<file path="config.mk">
export PLATFORM = sky130hd
export DESIGN_NAME = gillespie_epidemic_step
export DESIGN_NICKNAME = d
export VERILOG_FILES = /design/src/hdl/gep_pkg.sv /design/src/hdl/gep_cfg.sv /design/src/hdl/gep_mac.sv /design/src/hdl/gillespie_epidemic_step.sv
export SDC_FILE = /design/constraint.sdc
export NUM_CORES = 2
export LEC_CHECK = 0
export BUFFER_PORTS_ARGS = -buffer_cell sky130_fd_sc_hd__buf_2
export CAP_MARGIN = 10
export CORE_ASPECT_RATIO = 0.75
export CORE_MARGIN = 2
export CORE_UTILIZATION = 40
export DETAILED_ROUTE_END_ITERATION = 8
export GPL_ROUTABILITY_DRIVEN = 0
export PLACE_DENSITY_LB_ADDON = 0.2
export SETUP_SLACK_MARGIN = 0.1
export SLEW_MARGIN = 10
export SYNTH_ARGS = -nofsm -noshare
export SYNTH_HDL_FRONTEND = slang
export SYNTH_SLANG_ARGS = --single-unit
</file>
<file path="constraint.sdc">
create_clock -name clk -period 18.75 [get_ports clk]
set_input_delay 0.9375 -clock clk [delete_from_list [all_inputs] [get_ports clk]]
set_output_delay 0.9375 -clock clk [all_outputs]
set_load 0.05 [all_outputs]
</file>
<file path="src/hdl/gep_pkg.sv">
package gep_pkg;

  localparam int COUNT_W = 14;
  localparam int RATE_W = 48;
  localparam int ACC_W = 80;
  localparam int NUM_EVENTS = 11;
  localparam int NUM_CMP = 5;
  localparam int LAST_OP = 15;

  localparam logic [RATE_W-1:0] RATE_MAX = {RATE_W{1'b1}};
  localparam logic [COUNT_W-1:0] COUNT_MAX = {COUNT_W{1'b1}};
  localparam logic [3:0] NO_EVENT = 4'd11;
  localparam logic [3:0] LAST_EVENT = 4'd10;

  // Compartment codes.
  localparam logic [2:0] CMP_S = 3'd0;
  localparam logic [2:0] CMP_I1 = 3'd1;
  localparam logic [2:0] CMP_R = 3'd2;
  localparam logic [2:0] CMP_P = 3'd3;
  localparam logic [2:0] CMP_IR = 3'd4;
  localparam logic [2:0] CMP_NONE = 3'd5;

  // Register indexes on the configuration port.
  localparam logic [2:0] REG_CONTACT = 3'd0;
  localparam logic [2:0] REG_KAPPA = 3'd1;
  localparam logic [2:0] REG_RECOV = 3'd2;
  localparam logic [2:0] REG_REINF = 3'd3;
  localparam logic [2:0] REG_WANING = 3'd4;
  localparam logic [2:0] REG_BIRTH = 3'd5;
  localparam logic [2:0] REG_DEATH = 3'd6;
  localparam logic [2:0] REG_POPCAP = 3'd7;

  typedef struct packed {
    logic [31:0] contact;
    logic [15:0] kappa;
    logic [31:0] recov;
    logic [31:0] reinf;
    logic [31:0] waning;
    logic [31:0] birth;
    logic [31:0] death;
    logic [COUNT_W-1:0] pop_cap;
  } cfg_t;

  typedef enum logic [1:0] {SH0, SH16, SH32} shift_t;

  typedef enum logic [3:0] {
    A_KAPPA, A_CONTACT, A_TMP, A_RECOV, A_REINF, A_WANING, A_BIRTH, A_DEATH, A_TOTAL
  } a_sel_t;

  typedef enum logic [3:0] {
    B_S, B_I1, B_R, B_P, B_IR, B_KAPPA, B_FORCE, B_POP, B_DRAW
  } b_sel_t;

  typedef enum logic [1:0] {D_FORCE, D_TMP, D_RATE, D_RAN} dst_t;

  typedef struct packed {
    a_sel_t a;
    b_sel_t b;
    shift_t sh;
    logic two;
    dst_t dst;
    logic [3:0] ridx;
  } op_t;

  typedef struct packed {
    logic clr;
    logic en;
    logic dsel;
    shift_t sh;
  } mac_ctl_t;

  function automatic op_t op_table(input logic [3:0] op);
    op_t o;
    o = '{a: A_DEATH, b: B_S, sh: SH0, two: 1'b0, dst: D_RATE, ridx: 4'd0};
    case (op)
      4'd0: o = '{a: A_KAPPA, b: B_IR, sh: SH0, two: 1'b0, dst: D_FORCE, ridx: 4'd0};
      4'd1: o = '{a: A_CONTACT, b: B_S, sh: SH0, two: 1'b0, dst: D_TMP, ridx: 4'd0};
      4'd2: o = '{a: A_TMP, b: B_FORCE, sh: SH16, two: 1'b1, dst: D_RATE, ridx: 4'd0};
      4'd3: o = '{a: A_CONTACT, b: B_P, sh: SH0, two: 1'b0, dst: D_TMP, ridx: 4'd0};
      4'd4: o = '{a: A_TMP, b: B_KAPPA, sh: SH16, two: 1'b0, dst: D_TMP, ridx: 4'd0};
      4'd5: o = '{a: A_TMP, b: B_FORCE, sh: SH16, two: 1'b1, dst: D_RATE, ridx: 4'd1};
      4'd6: o = '{a: A_RECOV, b: B_I1, sh: SH0, two: 1'b0, dst: D_RATE, ridx: 4'd2};
      4'd7: o = '{a: A_REINF, b: B_IR, sh: SH0, two: 1'b0, dst: D_RATE, ridx: 4'd3};
      4'd8: o = '{a: A_WANING, b: B_R, sh: SH0, two: 1'b0, dst: D_RATE, ridx: 4'd4};
      4'd9: o = '{a: A_BIRTH, b: B_POP, sh: SH0, two: 1'b0, dst: D_RATE, ridx: 4'd5};
      4'd10: o = '{a: A_DEATH, b: B_R, sh: SH0, two: 1'b0, dst: D_RATE, ridx: 4'd6};
      4'd11: o = '{a: A_DEATH, b: B_P, sh: SH0, two: 1'b0, dst: D_RATE, ridx: 4'd7};
      4'd12: o = '{a: A_DEATH, b: B_S, sh: SH0, two: 1'b0, dst: D_RATE, ridx: 4'd8};
      4'd13: o = '{a: A_DEATH, b: B_IR, sh: SH0, two: 1'b0, dst: D_RATE, ridx: 4'd9};
      4'd14: o = '{a: A_DEATH, b: B_I1, sh: SH0, two: 1'b0, dst: D_RATE, ridx: 4'd10};
      4'd15: o = '{a: A_TOTAL, b: B_DRAW, sh: SH32, two: 1'b1, dst: D_RAN, ridx: 4'd0};
      default: o = '{a: A_DEATH, b: B_S, sh: SH0, two: 1'b0, dst: D_RATE, ridx: 4'd0};
    endcase
    return o;
  endfunction

  function automatic logic [2:0] ev_src(input logic [3:0] ev);
    logic [2:0] s;
    case (ev)
      4'd0: s = CMP_S;
      4'd1: s = CMP_P;
      4'd2: s = CMP_I1;
      4'd3: s = CMP_IR;
      4'd4: s = CMP_R;
      4'd6: s = CMP_R;
      4'd7: s = CMP_P;
      4'd8: s = CMP_S;
      4'd9: s = CMP_IR;
      4'd10: s = CMP_I1;
      default: s = CMP_NONE;
    endcase
    return s;
  endfunction

  function automatic logic [2:0] ev_dst(input logic [3:0] ev);
    logic [2:0] d;
    case (ev)
      4'd0: d = CMP_I1;
      4'd1: d = CMP_IR;
      4'd2: d = CMP_R;
      4'd3: d = CMP_R;
      4'd4: d = CMP_P;
      4'd5: d = CMP_S;
      default: d = CMP_NONE;
    endcase
    return d;
  endfunction

endpackage

</file>
<file path="src/hdl/gep_cfg.sv">
module gep_cfg import gep_pkg::*; (
  input  logic        clk,
  input  logic        rst_n,
  input  logic        wr_en,
  input  logic [2:0]  wr_index,
  input  logic [31:0] wr_data,
  output cfg_t        cfg
);

  cfg_t cfg_r;

  always_ff @(posedge clk) begin
    if (!rst_n) begin
      cfg_r.contact <= 32'd226492;
      cfg_r.kappa <= 16'd27388;
      cfg_r.recov <= 32'd218103808;
      cfg_r.reinf <= 32'd521904293;
      cfg_r.waning <= 32'd3355443;
      cfg_r.birth <= 32'd335544;
      cfg_r.death <= 32'd335544;
      cfg_r.pop_cap <= COUNT_W'(10000);
    end else if (wr_en) begin
      case (wr_index)
        REG_CONTACT: cfg_r.contact <= wr_data;
        REG_KAPPA: cfg_r.kappa <= wr_data[15:0];
        REG_RECOV: cfg_r.recov <= wr_data;
        REG_REINF: cfg_r.reinf <= wr_data;
        REG_WANING: cfg_r.waning <= wr_data;
        REG_BIRTH: cfg_r.birth <= wr_data;
        REG_DEATH: cfg_r.death <= wr_data;
        REG_POPCAP: cfg_r.pop_cap <= wr_data[COUNT_W-1:0];
        default: ;
      endcase
    end
  end

  assign cfg = cfg_r;

endmodule

</file>
<file path="src/hdl/gep_mac.sv">
module gep_mac import gep_pkg::*; (
  input  logic              clk,
  input  mac_ctl_t          ctl,
  input  logic [31:0]       init,
  input  logic [RATE_W-1:0] a,
  input  logic [15:0]       digit,
  output logic [RATE_W-1:0] res
);

  // One 48x16 partial product per cycle is added into an 80-bit accumulator while en is set.
  logic [ACC_W-1:0] acc_r;
  logic [ACC_W-1:0] acc_nxt;
  logic [63:0] prod;
  logic [ACC_W-1:0] prod_sh;
  logic [ACC_W-1:0] shifted;

  assign prod = {16'b0, a} * {48'b0, digit};
  assign prod_sh = ctl.dsel ? {prod, 16'b0} : {16'b0, prod};

  always_comb begin
    acc_nxt = acc_r;
    if (ctl.clr) begin
      acc_nxt = {48'b0, init};
    end else if (ctl.en) begin
      acc_nxt = acc_r + prod_sh;
    end
  end

  always_ff @(posedge clk) begin
    acc_r <= acc_nxt;
  end

  always_comb begin
    case (ctl.sh)
      SH16: shifted = {16'b0, acc_r[ACC_W-1:16]};
      SH32: shifted = {32'b0, acc_r[ACC_W-1:32]};
      default: shifted = acc_r;
    endcase
    res = (shifted[ACC_W-1:RATE_W] != '0) ? RATE_MAX : shifted[RATE_W-1:0];
  end

endmodule

</file>
<file path="src/hdl/gillespie_epidemic_step.sv">
// Direct-method event selector for a five-compartment epidemic model.
// Input channel (in_valid / in_stall): a transfer with in_req_type 0 loads the
// five compartment counts; with in_req_type 1 it performs one stochastic step
// using in_uniform_draw as a Q0.32 fraction. Each transfer yields exactly one
// result transfer on the output channel (out_valid / out_stall) carrying the
// chosen event code, the counts after the item, the rate sum and the
// extinction flag. The configuration channel (cfg_valid / cfg_ready) is always
// ready and writes one of eight registers per transfer; write it only
// while the block is idle.
// A load's result is offered in the cycle after its transfer. A step runs
// sixteen multiply operations on one shared 48x16 multiply-accumulate unit,
// one digit per cycle with a write-back after each operation, then walks up
// to eleven rates one per cycle and applies the change.
// in_stall is high from a transfer until its result has been taken, so one
// item is in flight at a time. A stalled result holds its payload.
// Reset clears the counts to zero and returns the registers to defaults.
module gillespie_epidemic_step import gep_pkg::*; (
  input  logic               clk,
  input  logic               rst_n,
  input  logic               in_valid,
  output logic               in_stall,
  input  logic               in_req_type,
  input  logic [31:0]        in_uniform_draw,
  input  logic [COUNT_W-1:0] in_load_susceptible,
  input  logic [COUNT_W-1:0] in_load_first_infected,
  input  logic [COUNT_W-1:0] in_load_recovered,
  input  logic [COUNT_W-1:0] in_load_partial,
  input  logic [COUNT_W-1:0] in_load_reinfected,
  output logic               out_valid,
  input  logic               out_stall,
  output logic [3:0]         out_event_code,
  output logic [COUNT_W-1:0] out_susceptible,
  output logic [COUNT_W-1:0] out_first_infected,
  output logic [COUNT_W-1:0] out_recovered,
  output logic [COUNT_W-1:0] out_partial,
  output logic [COUNT_W-1:0] out_reinfected,
  output logic [RATE_W-1:0]  out_total_rate,
  output logic               out_extinct,
  input  logic               cfg_valid,
  output logic               cfg_ready,
  input  logic [2:0]         cfg_index,
  input  logic [31:0]        cfg_data
);

  typedef enum logic [5:0] {
    ST_IDLE  = 6'b000001,
    ST_MUL   = 6'b000010,
    ST_WB    = 6'b000100,
    ST_WALK  = 6'b001000,
    ST_APPLY = 6'b010000,
    ST_OUT   = 6'b100000
  } state_t;

  cfg_t cfg;
  state_t state_r;
  logic [COUNT_W-1:0] cnt_r [NUM_CMP];
  logic [RATE_W-1:0] rate_r [NUM_EVENTS];
  logic [RATE_W-1:0] tmp_r;
  logic [RATE_W-1:0] total_r;
  logic [RATE_W-1:0] ran_r;
  logic [30:0] force_r;
  logic [31:0] draw_r;
  logic [3:0] op_r;
  logic dsel_r;
  logic [3:0] walk_r;
  logic [3:0] event_r;

  op_t op;
  mac_ctl_t mac_ctl;
  logic [31:0] mac_init;
  logic [RATE_W-1:0] mac_a;
  logic [31:0] b_val;
  logic [15:0] digit;
  logic [RATE_W-1:0] res;
  logic [COUNT_W+2:0] pop;
  logic [COUNT_W-1:0] pop_gated;
  logic [RATE_W:0] total_sum;
  logic in_xfer;
  logic out_xfer;

  assign cfg_ready = 1'b1;

  gep_cfg u_cfg (
    .clk      (clk),
    .rst_n    (rst_n),
    .wr_en    (cfg_valid),
    .wr_index (cfg_index),
    .wr_data  (cfg_data),
    .cfg      (cfg)
  );

  assign in_stall = (state_r != ST_IDLE);
  assign in_xfer = in_valid && !in_stall;
  assign out_valid = (state_r == ST_OUT);
  assign out_xfer = out_valid && !out_stall;

  assign op = op_table(op_r);

  // Births are only possible while the population is below the cap.
  assign pop = {3'b0, cnt_r[0]} + {3'b0, cnt_r[1]} + {3'b0, cnt_r[2]} +
               {3'b0, cnt_r[3]} + {3'b0, cnt_r[4]};
  assign pop_gated = (pop < {3'b0, cfg.pop_cap}) ? pop[COUNT_W-1:0] : '0;

  always_comb begin
    case (op.a)
      A_KAPPA: mac_a = {32'b0, cfg.kappa};
      A_CONTACT: mac_a = {16'b0, cfg.contact};
      A_TMP: mac_a = tmp_r;
      A_RECOV: mac_a = {16'b0, cfg.recov};
      A_REINF: mac_a = {16'b0, cfg.reinf};
      A_WANING: mac_a = {16'b0, cfg.waning};
      A_BIRTH: mac_a = {16'b0, cfg.birth};
      A_DEATH: mac_a = {16'b0, cfg.death};
      A_TOTAL: mac_a = total_r;
      default: mac_a = '0;
    endcase
    case (op.b)
      B_S: b_val = {18'b0, cnt_r[0]};
      B_I1: b_val = {18'b0, cnt_r[1]};
      B_R: b_val = {18'b0, cnt_r[2]};
      B_P: b_val = {18'b0, cnt_r[3]};
      B_IR: b_val = {18'b0, cnt_r[4]};
      B_KAPPA: b_val = {16'b0, cfg.kappa};
      B_FORCE: b_val = {1'b0, force_r};
      B_POP: b_val = {18'b0, pop_gated};
      B_DRAW: b_val = draw_r;
      default: b_val = '0;
    endcase
  end

  assign digit = dsel_r ? b_val[31:16] : b_val[15:0];

  // The force of infection starts from the first-infected count in Q.16;
  // the first operation then adds kappa times the reinfected count.
  always_comb begin
    mac_ctl.clr = 1'b0;
    mac_ctl.en = (state_r == ST_MUL);
    mac_ctl.dsel = dsel_r;
    mac_ctl.sh = op.sh;
    mac_init = '0;
    if (in_xfer) begin
      mac_ctl.clr = 1'b1;
      mac_init = {2'b0, cnt_r[1], 16'b0};
    end else if (state_r == ST_WB) begin
      mac_ctl.clr = 1'b1;
    end
  end

  gep_mac u_mac (
    .clk   (clk),
    .ctl   (mac_ctl),
    .init  (mac_init),
    .a     (mac_a),
    .digit (digit),
    .res   (res)
  );

  // The rate sum saturates at the top of the 48-bit range.
  assign total_sum = {1'b0, total_r} + {1'b0, res};

  always_ff @(posedge clk) begin
    if (!rst_n) begin
      state_r <= ST_IDLE;
      for (int i = 0; i < NUM_CMP; i++) begin
        cnt_r[i] <= '0;
      end
      op_r <= '0;
      dsel_r <= 1'b0;
      walk_r <= '0;
      event_r <= NO_EVENT;
      total_r <= '0;
    end else begin
      case (state_r)
        ST_IDLE: begin
          if (in_xfer) begin
            event_r <= NO_EVENT;
            total_r <= '0;
            op_r <= '0;
            dsel_r <= 1'b0;
            draw_r <= in_uniform_draw;
            if (in_req_type) begin
              state_r <= ST_MUL;
            end else begin
              cnt_r[0] <= in_load_susceptible;
              cnt_r[1] <= in_load_first_infected;
              cnt_r[2] <= in_load_recovered;
              cnt_r[3] <= in_load_partial;
              cnt_r[4] <= in_load_reinfected;
              state_r <= ST_OUT;
            end
          end
        end
        ST_MUL: begin
          if (op.two && !dsel_r) begin
            dsel_r <= 1'b1;
          end else begin
            state_r <= ST_WB;
          end
        end
        ST_WB: begin
          dsel_r <= 1'b0;
          case (op.dst)
            D_FORCE: force_r <= res[30:0];
            D_TMP: tmp_r <= res;
            D_RATE: begin
              rate_r[op.ridx] <= res;
              total_r <= total_sum[RATE_W] ? RATE_MAX : total_sum[RATE_W-1:0];
            end
            D_RAN: ran_r <= res;
            default: ;
          endcase
          if (op_r == 4'(LAST_OP)) begin
            walk_r <= '0;
            state_r <= ST_WALK;
          end else begin
            op_r <= op_r + 4'd1;
            state_r <= ST_MUL;
          end
        end
        ST_WALK: begin
          // The first rate that exceeds the remaining target is chosen.
          if (ran_r < rate_r[walk_r]) begin
            event_r <= walk_r;
            state_r <= ST_APPLY;
          end else begin
            ran_r <= ran_r - rate_r[walk_r];
            walk_r <= walk_r + 4'd1;
            if (walk_r == LAST_EVENT) begin
              state_r <= ST_APPLY;
            end
          end
        end
        ST_APPLY: begin
          if (event_r != NO_EVENT) begin
            for (int i = 0; i < NUM_CMP; i++) begin
              if (ev_src(event_r) == 3'(i) && cnt_r[i] != '0) begin
                cnt_r[i] <= cnt_r[i] - COUNT_W'(1);
              end
              if (ev_dst(event_r) == 3'(i) && cnt_r[i] != COUNT_MAX) begin
                cnt_r[i] <= cnt_r[i] + COUNT_W'(1);
              end
            end
          end
          state_r <= ST_OUT;
        end
        ST_OUT: begin
          if (out_xfer) begin
            state_r <= ST_IDLE;
          end
        end
        default: state_r <= ST_IDLE;
      endcase
    end
  end

  assign out_event_code = event_r;
  assign out_susceptible = cnt_r[0];
  assign out_first_infected = cnt_r[1];
  assign out_recovered = cnt_r[2];
  assign out_partial = cnt_r[3];
  assign out_reinfected = cnt_r[4];
  assign out_total_rate = total_r;
  assign out_extinct = (cnt_r[1] == '0) && (cnt_r[4] == '0);

endmodule

</file>
==> summary.md <==
| Metric | Value |
|---|---|
| TritonCTS Sinks | `between 1000 and 1500` |
| Power per cell area | `approximately 210 mW/mm^2` |
| Initial antenna violation count | `35` |
| Full die area | `around 0.22 sq mm` |
| Final min period | `roughly 17000 ps` |
| Io pins | `between 200 and 300` |
| Final hold viol count | `0` |
| CTS tree | `yes` |
| Max FO, Critical Path | `23` |
| Number of synthesized flops with an enable pin | `789` |
| Total track usage | `around 30%` |
| Leak Pwr | `roughly 38 nW` |
| Fin Clk Skew | `about 87 ps` |
| Vias/cell | `~5.9` |
| Area of the multi-input gates | `0.0492 sq mm` |
| Avg WL per Cell | `about 28 microns` |
| CP max stage delay | `580 ps` |
| First-pass GRT wire length | `approximately 470000 microns` |
| Row count | `about 150` |
| H-tree levels | `3` |
| Post-layout util | `between 40% and 50%` |
| Pwr Total | `19.5 mW` |
| Period utilisation layout | `approximately nine tenths` |
| Layout cells sized above 1 | `11.4%` |
| Worst hold-check path type | `in2reg` |
| Worst slew margin | `6.92%` |
| Async SR Flop Fraction | `0%` |
| Synthesis warning total | `0` |
| Core area | `around 0.21 sq mm` |
| Layout area overhead | `10.6%` |
| FF+latch area | `a little over 0.03 sq mm` |
| Cell count after synthesis | `8557` |
| TritonCTS Buffers | `119` |
| # fillers | `just over 20000` |
| Post-Syn Nets | `9795` |
| Reg clk slew, reported paths | `~70 ps` |
| Vias in the first global route | `67080` |
| Final setup viols | `0` |
| Slowest cell on the critical path | `nand2_1` |
| Crit path max-delay family | `compound AO/OA/AOI/OAI gates` |
| Status | `complete, no violations` |
| Final ANT Viol Nets | `0` |
| WS Path Type | `reg2reg` |
| Final nets | `between 9000 and 10000` |
| Number of setup buffers added after CTS | `0` |
| Share of the yosys chip area belonging to registers | `between 30% and 40%` |
| Clock latency on the worst-skew pair | `810 ps` |
| Fin. max-slew vios | `0` |
| Largest net degree at the start of global routing | `116` |
| Final instance area | `~0.094 sq mm` |
| Vias | `around 69000` |
| DRC | `0` |
| DRT Wirelength | `~320000 microns` |
| Grt ovf | `0` |
| Worst setup EP type | `flop` |
| Total negative slack | `0 ps` |
| Die span in x | `~540 microns` |
| Unique masters post-synth | `~100` |
| CTS root buf | `clkbuf_16` |
| Worst Max-Slew Pin Slew | `~1400 ps` |
| #FFs+latches synth | `about 1100` |
| Required time worst endpoint | `19420 ps` |
| Max Root-Sink Buffers | `3` |
| Cts repair resizes | `0` |
| Top cell by count, worst path | `fa_1` |
| Drt initial violations | `8910` |
| Fmax | `roughly 0.059 GHz` |
| Top FF cell, synth | `edfxtp_1` |
| Worst hold slack | `307 ps` |
| Max IR drop VDD | `~0.88 mV` |
| DP HPWL | `240000 microns` |
| Post-Syn Area per Cell | `just under 10 sq um` |
| Initial Util | `between 40% and 50%` |
| CTS Hold Bufs | `0` |
| Die H | `403 microns` |
| DR pass1 iterations | `8` |
| CP bufs+invs | `7` |
| RSZ-0062 raised after global routing | `false` |
| Max-Cap Viols | `0` |
| Port Buf Inserts | `267` |
| Synth Cell Area | `~0.085 sq mm` |
| Startpoint Class | `flop` |
| Placed Area | `~0.090 sq mm` |
| Critical path arrival | `around 18000 ps` |
kinds of logic after synthesis:
family / share of synthesized area (%)
buffers and inverters: 6.09
adders and majority gates: 22.2
and+or+nand+nor: 13.7
other: 0.00441
AOI/OAI and AO/OA: 13.6
DFF: 36.4
xor gates and xnor gates: 2.95
muxes: 5.09
per-layer routing:
layer / share of wire (%) / global-route usage, % / up-vias
met5: 0.010 / 0 / -
met2: 41 / 42.0 / 3978
met4: 3.6 / 9.84 / 6
met1: 43 / 42.9 / 34593
met3: 12 / 9.58 / 564
li1: - / - / 29791
cell usage in the layout (no fill, tap or decap), types with 153 or more instances in the layout:
cell and n:
inv_1 913, xnor2_1 175, buf_2 266, nand3_1 153, a22oi_1 170, nor2_1 585
nand2_1 1475, a21boi_0 157, buf_4 200, fa_1 690, a21oi_1 407, dfxtp_1 353
ha_1 403, edfxtp_1 789, o21ai_0 252
flip-flops by register name (all words and copies together), names as in the netlist, named ones only:
signal	cells
draw_r	32
op	15
rate_r	528
out_total_rate	48
u_cfg.cfg	222
ran_r	48
state_r	6
u_mac.acc_r	80
cnt_r	70
force_r	31
out_event_code	4
dsel_r	1
walk_r	4
op_r	4
tmp_r	48
final timing paths:
| path | depth (start not counted) | endpoint | startpoint | slack (ps) |
|---|---|---|---|---|
| min reg2reg | 2 | u_cfg.cfg[16]$_SDFFE_PN0P_ | u_cfg.cfg[16]$_SDFFE_PN0P_ | 460 |
| max | 60 | u_mac.acc_r[79]$_SDFFE_PN0P_ | cnt_r[2][1]$_DFFE_PP_ | 1790 |
| min | 1 | draw_r[31]$_DFFE_PP_ | in_uniform_draw[31] | 310 |
| max reg2reg | 60 | u_mac.acc_r[79]$_SDFFE_PN0P_ | cnt_r[2][1]$_DFFE_PP_ | 1790 |
area by class of cell:
cell class	count	share of cell area, %
diodes	20	0.0533
clock buffers	152	3.42
clock inverters	76	0.820
inverters	918	3.67
multi-input cells	6059	52.4
flip-flops and latches	1148	32.9
well taps	2812	3.75
repair buffers	468	3.05
power by group:
part           total, mW  internal, mW  leakage (nW)  switching, mW
clock network       2.44          1.34          1.92           1.11
registers           3.54          3.39          10.2          0.150
logic               13.5          4.61          26.1           8.87
total               19.5          9.34          38.2           10.1
worst reg2reg max path: cells and delay by family, from the launching register on:
kind                     cells  cell delay (ps)
AO/OA/AOI/OAI               26             6180
adder cells (fa/ha/maj)     14             6010
AND/OR/NAND/NOR              9             2050
buffers and inverters        7              910
XOR/XNOR                     3              880
flip-flops                   1              500
multiplexers                 1              300
through the flow:
stage	worst slack, ps	std cells
6_report	1790	11653
5_1_grt	1250	11639
4_1_cts	2230	11633
3_5_place_dp	2360	11405
3_3_place_gp	2470	11405
2_1_floorplan	4430	8557
synth_stat cells, drive strengths merged, types with 45 or more instances:
cell type / n / area share (%)
a21boi: 160 / 1.4
a21o: 137 / 1.2
a21oi: 415 / 2.5
a22o: 87 / 0.90
a22oi: 171 / 1.5
a31oi: 47 / 0.35
and2: 61 / 0.46
and3: 48 / 0.35
buf: 100 / 0.54
clkbuf: 332 / 1.5
dfxtp: 359 / 8.5
edfxtp: 789 / 28
fa: 690 / 16
ha: 405 / 6.0
inv: 918 / 4.1
mux2: 78 / 1.0
mux4: 143 / 3.8
nand2: 1480 / 6.5
nand3: 154 / 0.91
nand4: 70 / 0.52
nor2: 613 / 2.7
nor2b: 45 / 0.33
nor3: 104 / 0.62
o211ai: 58 / 0.51
o21a: 45 / 0.40
o21ai: 278 / 1.7
o21bai: 62 / 0.55
xnor2: 175 / 1.8
xor2: 111 / 1.1
Power figures use the tool's default switching activity.
